<file path="src/design/fraction_reduce_gcd_macros.svh">
// fraction_reduce_gcd_macros.svh: assertion macros shared by the fraction reducer.
// Expects aclk and aresetn to be in scope where the macros are used.
`ifndef FRACTION_REDUCE_GCD_MACROS_SVH
`define FRACTION_REDUCE_GCD_MACROS_SVH

// Same-cycle implication, checked outside reset
`define FRG_ASSERT_NOW(label, ante, cons, msg) \
    label: assert property (@(posedge aclk) disable iff (!aresetn) (ante) |-> (cons)) \
        else $error(msg);

// Next-cycle implication, checked outside reset
`define FRG_ASSERT_NEXT(label, ante, cons, msg) \
    label: assert property (@(posedge aclk) disable iff (!aresetn) (ante) |=> (cons)) \
        else $error(msg);

`endif

</file>
<file path="src/design/frg_pkg.sv">
// frg_pkg: shared types for the fraction reducer.
// Used by frg_divider and fraction_reduce_gcd; depends on nothing.
package frg_pkg;

    // Status of the shared iterative divider
    typedef struct packed {
        logic busy;   // a division is stepping
        logic done;   // quotient and remainder valid this cycle
    } div_stat_t;

endpackage

</file>
<file path="src/design/frg_divider.sv">
// frg_divider: restoring unsigned divider, one quotient bit per cycle.
// Depends on frg_pkg for its status struct.
module frg_divider #(
    parameter int W = 31
) (
    input  logic               aclk,
    input  logic               aresetn,
    input  logic               start,
    input  logic [W-1:0]       dividend,
    input  logic [W-1:0]       divisor,
    output logic [W-1:0]       quotient,
    output logic [W-1:0]       remainder,
    output frg_pkg::div_stat_t stat
);

    localparam int CW = $clog2(W + 1);

    logic [W-1:0]  rem_reg, rem_next;
    logic [W-1:0]  quo_reg, quo_next;
    logic [W-1:0]  dvs_reg, dvs_next;
    logic [CW-1:0] cnt_reg, cnt_next;
    logic          done_reg, done_next;
    logic [W:0]    trial;
    logic [W:0]    diff;

    // Shift in the next dividend bit and try a subtract
    assign trial = {rem_reg, quo_reg[W-1]};
    assign diff  = trial - {1'b0, dvs_reg};

    always_comb begin
        rem_next  = rem_reg;
        quo_next  = quo_reg;
        dvs_next  = dvs_reg;
        cnt_next  = cnt_reg;
        done_next = 1'b0;
        if (start) begin
            rem_next = '0;
            quo_next = dividend;
            dvs_next = divisor;
            cnt_next = CW'(W);
        end else if (cnt_reg != '0) begin
            // Keep the difference when it did not go negative
            if (!diff[W]) begin
                rem_next = diff[W-1:0];
                quo_next = {quo_reg[W-2:0], 1'b1};
            end else begin
                rem_next = trial[W-1:0];
                quo_next = {quo_reg[W-2:0], 1'b0};
            end
            cnt_next  = cnt_reg - CW'(1);
            done_next = (cnt_reg == CW'(1));
        end
    end

    always_ff @(posedge aclk) begin
        rem_reg <= rem_next;
        quo_reg <= quo_next;
        dvs_reg <= dvs_next;
        if (!aresetn) begin
            cnt_reg  <= '0;
            done_reg <= 1'b0;
        end else begin
            cnt_reg  <= cnt_next;
            done_reg <= done_next;
        end
    end

    assign quotient  = quo_reg;
    assign remainder = rem_reg;
    assign stat.busy = (cnt_reg != '0);
    assign stat.done = done_reg;

endmodule

</file>
<file path="src/design/fraction_reduce_gcd.sv">
// fraction_reduce_gcd: reduces a fraction to lowest terms with Euclid's algorithm.
// Depends on frg_pkg, frg_divider and fraction_reduce_gcd_macros.svh.
//
// Usage:
//   The s_ channel takes one fraction per beat: s_tdata holds the numerator
//   and the denominator. The m_ channel returns one beat per input with the
//   reduced numerator, reduced denominator and the greatest common divisor in
//   m_tdata, and the zero-denominator flag in m_tuser.
//   All arithmetic runs on one shared restoring divider that yields one
//   quotient bit per cycle. The greatest common divisor takes k remainder
//   steps (k is data dependent, at most about 1.44 * VALUE_BITS), followed
//   by two divisions. A zero denominator skips all division, passes through
//   the finish step into the output register with the flag set and all data
//   fields zero.
//   s_tready is high only while no item is in work; one item is handled at a
//   time. The result sits in an output register: the next item may be taken
//   while it waits, and a finished result waits until the register is free.
//   A stalled m_tready holds the result beat unchanged.
//   Reset (aresetn low, synchronous) drops any item in work and any pending
//   result; the block then stands ready.
`include "fraction_reduce_gcd_macros.svh"

module fraction_reduce_gcd #(
    parameter int VALUE_BITS = 31
) (
    input  logic                   aclk,
    input  logic                   aresetn,
    input  logic                   s_tvalid,
    output logic                   s_tready,
    // num_in [VALUE_BITS-1:0], den_in [2*VALUE_BITS-1:VALUE_BITS], zero pad above
    input  logic [((2 * VALUE_BITS + 7) / 8) * 8 - 1:0] s_tdata,
    output logic                   m_tvalid,
    input  logic                   m_tready,
    // num_out, den_out, divisor_found from bit 0 up, VALUE_BITS each, zero pad above
    output logic [((3 * VALUE_BITS + 7) / 8) * 8 - 1:0] m_tdata,
    // zero_den_error
    output logic                   m_tuser
);

    localparam int W           = VALUE_BITS;
    localparam int IN_TDATA_W  = ((2 * VALUE_BITS + 7) / 8) * 8;
    localparam int OUT_TDATA_W = ((3 * VALUE_BITS + 7) / 8) * 8;

    typedef enum logic [2:0] {
        ST_IDLE,
        ST_GCD_STEP,
        ST_GCD_WAIT,
        ST_NUM_START,
        ST_NUM_WAIT,
        ST_DEN_START,
        ST_DEN_WAIT,
        ST_FINISH
    } state_t;

    state_t        state_reg, state_next;
    logic [W-1:0]  n_reg, n_next;
    logic [W-1:0]  d_reg, d_next;
    logic [W-1:0]  a_reg, a_next;
    logic [W-1:0]  b_reg, b_next;
    logic [W-1:0]  numq_reg, numq_next;
    logic [W-1:0]  denq_reg, denq_next;
    logic          err_reg, err_next;
    logic          m_tvalid_reg, m_tvalid_next;
    logic [OUT_TDATA_W-1:0] m_tdata_reg, m_tdata_next;
    logic          m_tuser_reg, m_tuser_next;

    logic          div_start;
    logic [W-1:0]  div_dividend;
    logic [W-1:0]  div_divisor;
    logic [W-1:0]  div_quo;
    logic [W-1:0]  div_rem;
    frg_pkg::div_stat_t div_stat;

    logic [W-1:0]  s_num;
    logic [W-1:0]  s_den;
    logic          s_beat;
    logic          out_free;

    assign s_num    = s_tdata[W-1:0];
    assign s_den    = s_tdata[2*W-1:W];
    assign s_tready = (state_reg == ST_IDLE);
    assign s_beat   = s_tvalid && s_tready;
    assign out_free = !m_tvalid_reg || m_tready;

    frg_divider #(.W(W)) u_div (
        .aclk      (aclk),
        .aresetn   (aresetn),
        .start     (div_start),
        .dividend  (div_dividend),
        .divisor   (div_divisor),
        .quotient  (div_quo),
        .remainder (div_rem),
        .stat      (div_stat)
    );

    // Steer the divider operands by sequencer step
    always_comb begin
        case (state_reg)
            ST_NUM_START: begin
                div_dividend = n_reg;
                div_divisor  = a_reg;
            end
            ST_DEN_START: begin
                div_dividend = d_reg;
                div_divisor  = a_reg;
            end
            default: begin
                div_dividend = a_reg;
                div_divisor  = b_reg;
            end
        endcase
    end

    // Sequencer: Euclid remainder steps, then the two reducing divisions
    always_comb begin
        state_next    = state_reg;
        n_next        = n_reg;
        d_next        = d_reg;
        a_next        = a_reg;
        b_next        = b_reg;
        numq_next     = numq_reg;
        denq_next     = denq_reg;
        err_next      = err_reg;
        m_tdata_next  = m_tdata_reg;
        m_tuser_next  = m_tuser_reg;
        m_tvalid_next = m_tvalid_reg && !m_tready;
        div_start     = 1'b0;
        case (state_reg)
            ST_IDLE: begin
                if (s_beat) begin
                    n_next = s_num;
                    d_next = s_den;
                    a_next = s_num;
                    b_next = s_den;
                    if (s_den == '0) begin
                        // Zero denominator: flag it, report zeros
                        err_next   = 1'b1;
                        a_next     = '0;
                        numq_next  = '0;
                        denq_next  = '0;
                        state_next = ST_FINISH;
                    end else begin
                        err_next   = 1'b0;
                        state_next = ST_GCD_STEP;
                    end
                end
            end
            ST_GCD_STEP: begin
                // A zero remainder leaves the divisor in a
                if (b_reg == '0) begin
                    state_next = ST_NUM_START;
                end else begin
                    div_start  = 1'b1;
                    state_next = ST_GCD_WAIT;
                end
            end
            ST_GCD_WAIT: begin
                if (div_stat.done) begin
                    a_next     = b_reg;
                    b_next     = div_rem;
                    state_next = ST_GCD_STEP;
                end
            end
            ST_NUM_START: begin
                div_start  = 1'b1;
                state_next = ST_NUM_WAIT;
            end
            ST_NUM_WAIT: begin
                if (div_stat.done) begin
                    numq_next  = div_quo;
                    state_next = ST_DEN_START;
                end
            end
            ST_DEN_START: begin
                div_start  = 1'b1;
                state_next = ST_DEN_WAIT;
            end
            ST_DEN_WAIT: begin
                if (div_stat.done) begin
                    denq_next  = div_quo;
                    state_next = ST_FINISH;
                end
            end
            ST_FINISH: begin
                // Hold until the output register is free
                if (out_free) begin
                    m_tdata_next  = OUT_TDATA_W'({a_reg, denq_reg, numq_reg});
                    m_tuser_next  = err_reg;
                    m_tvalid_next = 1'b1;
                    state_next    = ST_IDLE;
                end
            end
            default: begin
                state_next = ST_IDLE;
            end
        endcase
    end

    always_ff @(posedge aclk) begin
        n_reg       <= n_next;
        d_reg       <= d_next;
        a_reg       <= a_next;
        b_reg       <= b_next;
        numq_reg    <= numq_next;
        denq_reg    <= denq_next;
        err_reg     <= err_next;
        m_tdata_reg <= m_tdata_next;
        m_tuser_reg <= m_tuser_next;
        if (!aresetn) begin
            state_reg    <= ST_IDLE;
            m_tvalid_reg <= 1'b0;
        end else begin
            state_reg    <= state_next;
            m_tvalid_reg <= m_tvalid_next;
        end
    end

    assign m_tvalid = m_tvalid_reg;
    assign m_tdata  = m_tdata_reg;
    assign m_tuser  = m_tuser_reg;

    // Error beats carry all-zero data
    `FRG_ASSERT_NOW(a_err_zero, m_tvalid && m_tuser, m_tdata == '0, "error beat with data")
    // Good beats carry a nonzero divisor and denominator
    `FRG_ASSERT_NOW(a_good_nonzero, m_tvalid && !m_tuser,
        (m_tdata[3*W-1:2*W] != '0) && (m_tdata[2*W-1:W] != '0), "zero divisor on good beat")
    // The divider is quiet whenever input is taken
    `FRG_ASSERT_NOW(a_idle_quiet, s_tready, !div_stat.busy && !div_stat.done,
        "divider active while idle")
    // Divider results only arrive while a wait step expects them
    `FRG_ASSERT_NOW(a_done_expected, div_stat.done,
        (state_reg == ST_GCD_WAIT) || (state_reg == ST_NUM_WAIT) || (state_reg == ST_DEN_WAIT),
        "unexpected divider result")
    // A started division runs
    `FRG_ASSERT_NEXT(a_start_busy, div_start, div_stat.busy, "divider did not start")

endmodule
</file>
<file path="config.mk">
export PLATFORM = sky130hd
export DESIGN_NAME = fraction_reduce_gcd
export DESIGN_NICKNAME = d
export VERILOG_FILES = /design/src/design/frg_pkg.sv /design/src/design/frg_divider.sv /design/src/design/fraction_reduce_gcd.sv
export VERILOG_INCLUDE_DIRS = /design/src /design/src/design
export SDC_FILE = /design/constraint.sdc
export NUM_CORES = 1
export LEC_CHECK = 0
export BUFFER_PORTS_ARGS = -buffer_cell sky130_fd_sc_hd__buf_2
export CAP_MARGIN = 30
export CORE_ASPECT_RATIO = 0.75
export CORE_UTILIZATION = 40
export DETAILED_ROUTE_END_ITERATION = 16
export PLACE_DENSITY = 0.57
export SYNTH_ARGS = -nofsm -noshare
export SYNTH_HDL_FRONTEND = slang
export SYNTH_SLANG_ARGS = --single-unit
</file>
<file path="constraint.sdc">
create_clock -name aclk -period 8.46 [get_ports aclk]
set_clock_uncertainty 0.1 [all_clocks]
set_input_delay 0 -clock aclk [delete_from_list [all_inputs] [get_ports aclk]]
set_output_delay 0 -clock aclk [all_outputs]
set_load 0.01 [all_outputs]
</file>
==> summary.txt <==
status: finished, final reports clean
I/O pin count: 167
number of synthesized flops with an enable pin: 343
number of port buffers: 161
Seq cells post-synth: 384
dpl hpwl: 26,900 um
CP top delay family: simple AND/OR/NAND/NOR gates
Starting Density: 0.411
CP bufs+invs: 3
Avg Cell Area, Syn: 12.7 um2
height of the die: 178 um
Fin. Hold Viols: 0
wire per inst: 19.6 um
vias in the first global route: 10,400
GPL Wtd Cong: 0.853
final core area utilization: 0.493
Final min period: 4.13 ns
HP Start: s_tdata[2]
TritonCTS clock tree: built
Synth warnings: 0
Crit. End Element: register
TNS Setup: 0 ns
H-Tree Depth: 2
period utilization: 0.488
die area: 0.0419 mm2
drt first pass iters: 5
nature of the critical path startpoint: register
max incr delay on CP: 0.76 ns
Final setup viols: 0
CTS Sinks: 384
Core ar.: 0.0400 mm2
Levels on crit path: 10
Cell variety after synth: 60
Max FO, Critical Path: 52
Cell Pwr Density: 373 mW/mm2
slew at the pin closest to its max-slew limit: 0.948 ns
Post-Syn Area: 0.0164 mm2
Via density: 5.23
Hold Path Class: in2reg
WHS Endpoint: n_reg[2]
worst-case reg-to-reg path depth: 10
Slowest-stage cell, CP: nor4_1
worst-skew pair later-pin latency: 0.55 ns
max FFs per register: 93
relative slew slack: 0.362
Crit Path Class: reg2reg
post-route ant nets: 0
Die W: 236 um
share of cells above drive strength 1: 0.187
RSZ-0062 raised after global routing: false
Max IR drop VDD: 0.000203 V
Num CTS Buffers: 39
CP Data Arrival Time: 4.29 ns
total gr overflow: 0
Placed Area: 0.0178 mm2
fillers: 3,507
Root Driver: clkbuf_16
leakage power: 7.55 nW
Fmax: 242 MHz
r2r endpoint: u_div.quotient[0]
Vias: 10,800
Post-CTS Setup Repair Bufs: 0
global-route wire length before repair: 62,000 um
prevailing post-synth register cell: edfxtp_1
final instance area: 0.0197 mm2
Max Root-Sink Buffers: 3
antenna violations before repair: 0
Site Rows: 63
DR iter-0 viols: 845
pin count of the biggest net entering global routing: 65
Worst Hold Depth: 2
Remaining DRCs: 0
fin nets: 1,622
final WL: 40,500 um
Slew Limit Fails: 0
reg2reg setup slack: 4.33 ns
worst r2r src: b_reg[24]
Seq/Total Area, Yosys: 0.677
Total Routing Usage GR: 0.193
CP Cell Sequence: nor4_1 > nand4_1 > nor4_1 > nand4_1 > nand3_1 > buf_4 > inv_2 > buf_4 > nor2_1 > a31oi_1
diodes inserted: 0
Syn Inst Count: 1,297
CTS clock-pin slew for the worst setup and hold paths: 0.07 ns
Async SR Flop Fraction: 0
MaxCap Viol Count: 0
P&R area growth vs syn: 20.0%
CP required: 8.62 ns
[worst max-delay path by stage]
stage            startpoint                  to  slack [ns]
4_1_cts           b_reg[24]  u_div.quotient[28]        4.35
6_report          b_reg[24]   u_div.quotient[0]        4.33
2_1_floorplan  state_reg[0]          m_tdata[0]        2.95
5_1_grt           b_reg[24]  u_div.quotient[30]        4.01
3_3_place_gp      b_reg[24]   u_div.quotient[0]        4.46
3_5_place_dp      b_reg[24]   u_div.quotient[0]        4.35
[cell families (layout without fill, tap and decap cells)]
family / Yosys count / after routing / synth area share
flip-flops: 384 / 384 / 0.677
adder cells (fa/ha/maj): 35 / 35 / 0.0271
buffers and inverters: 115 / 362 / 0.0292
AND/OR/NAND/NOR: 409 / 409 / 0.112
multiplexers: 60 / 60 / 0.0389
AO/OA/AOI/OAI: 265 / 265 / 0.0995
other: 1 / 3 / 0.000228
XOR/XNOR: 28 / 28 / 0.0161
[power by group]
group          switching, mW  internal [mW]  total (mW)
logic                   1.61           1.00        2.61
registers              0.327           2.70        3.03
clock network          0.727          0.987        1.71
total                   2.66           4.69        7.35
[cell type report]
| cell class | instances | area (um2) | area share |
|---|---|---|---|
| sequential | 384 | 11100 | 0.564 |
| multi-input combinational | 800 | 4890 | 0.248 |
| timing repair buffer | 246 | 1630 | 0.0826 |
| clock buffer | 50 | 1070 | 0.0542 |
| tap | 520 | 651 | 0.0330 |
| clock inverter | 18 | 183 | 0.00926 |
| inverter | 48 | 180 | 0.00914 |
[repair_timing]
item	in CTS	in global routing
hold buffers	65	0
resized for setup	0	0
endpoints found under the hold margin	134	0
[synthesized netlist by cell type, drive strengths merged (3+ instances only)]
| library cell | count | area, um2 |
|---|---|---|
| o21bai | 3 | 22.5 |
| o21ai | 81 | 409 |
| buf | 10 | 85.1 |
| nand2b | 3 | 18.8 |
| dfxtp | 41 | 821 |
| a22oi | 33 | 248 |
| a21oi | 66 | 338 |
| and3 | 4 | 25.0 |
| a21o | 14 | 105 |
| nand4 | 10 | 62.6 |
| xnor2 | 20 | 175 |
| edfxtp | 343 | 10300 |
| clkbuf | 57 | 215 |
| nor3 | 10 | 50.1 |
| nor2b | 5 | 31.3 |
| ha | 34 | 425 |
| xor2 | 8 | 88.8 |
| inv | 47 | 176 |
| nand3 | 13 | 65.1 |
| a21boi | 4 | 30.0 |
| nand2 | 216 | 811 |
| nor2 | 61 | 229 |
| and2 | 65 | 407 |
| nor4 | 17 | 106 |
| o31ai | 4 | 43.8 |
| mux2 | 31 | 349 |
| a31oi | 34 | 213 |
| a211oi | 7 | 52.6 |
| mux2i | 29 | 290 |
| o211ai | 7 | 62.6 |
| o21a | 3 | 22.5 |
[routing by layer]
metal  GRT usage  wire, um  up-vias
met5           0         0        -
met1       0.295     20400     5266
met2       0.282     17200      308
li1            -         -     5180
met3      0.0383      2280       44
met4      0.0444       657        0
[stage by stage]
| step | hold WS, ns | setup slack (ns) | total power [mW] | std cells |
|---|---|---|---|---|
| floorplan | -0.00113 | 2.95 | 4.95 | 1299 |
| CTS | 0.0698 | 4.35 | 7.39 | 2065 |
| detailed placement | 0.0929 | 4.35 | 5.64 | 1932 |
| global route | 0.0962 | 4.01 | 7.81 | 2066 |
| global placement | 0.0948 | 4.46 | 5.58 | 1930 |
| finish | 0.106 | 4.33 | 7.35 | 2066 |
[cells in the final DEF (no fill, tap or decap), types with 5 or more instances in the layout]
cell	instances
edfxtp_1	343
nand2_1	216
buf_2	162
o21ai_0	78
dlygate4sd3_1	65
a21oi_1	64
and2_1	64
nor2_1	56
inv_1	46
dfxtp_1	41
clkbuf_16	40
a31oi_1	34
ha_1	34
a22oi_1	33
mux2_2	31
mux2i_1	29
xnor2_1	20
nor4_1	17
buf_4	17
a21o_1	13
nand3_1	12
nand4_1	10
nor3_1	8
clkinv_1	7
a211oi_1	7
xor2_1	7
clkbuf_1	7
o211ai_1	5
nor2b_1	5
(Power assumes the default switching activity.)
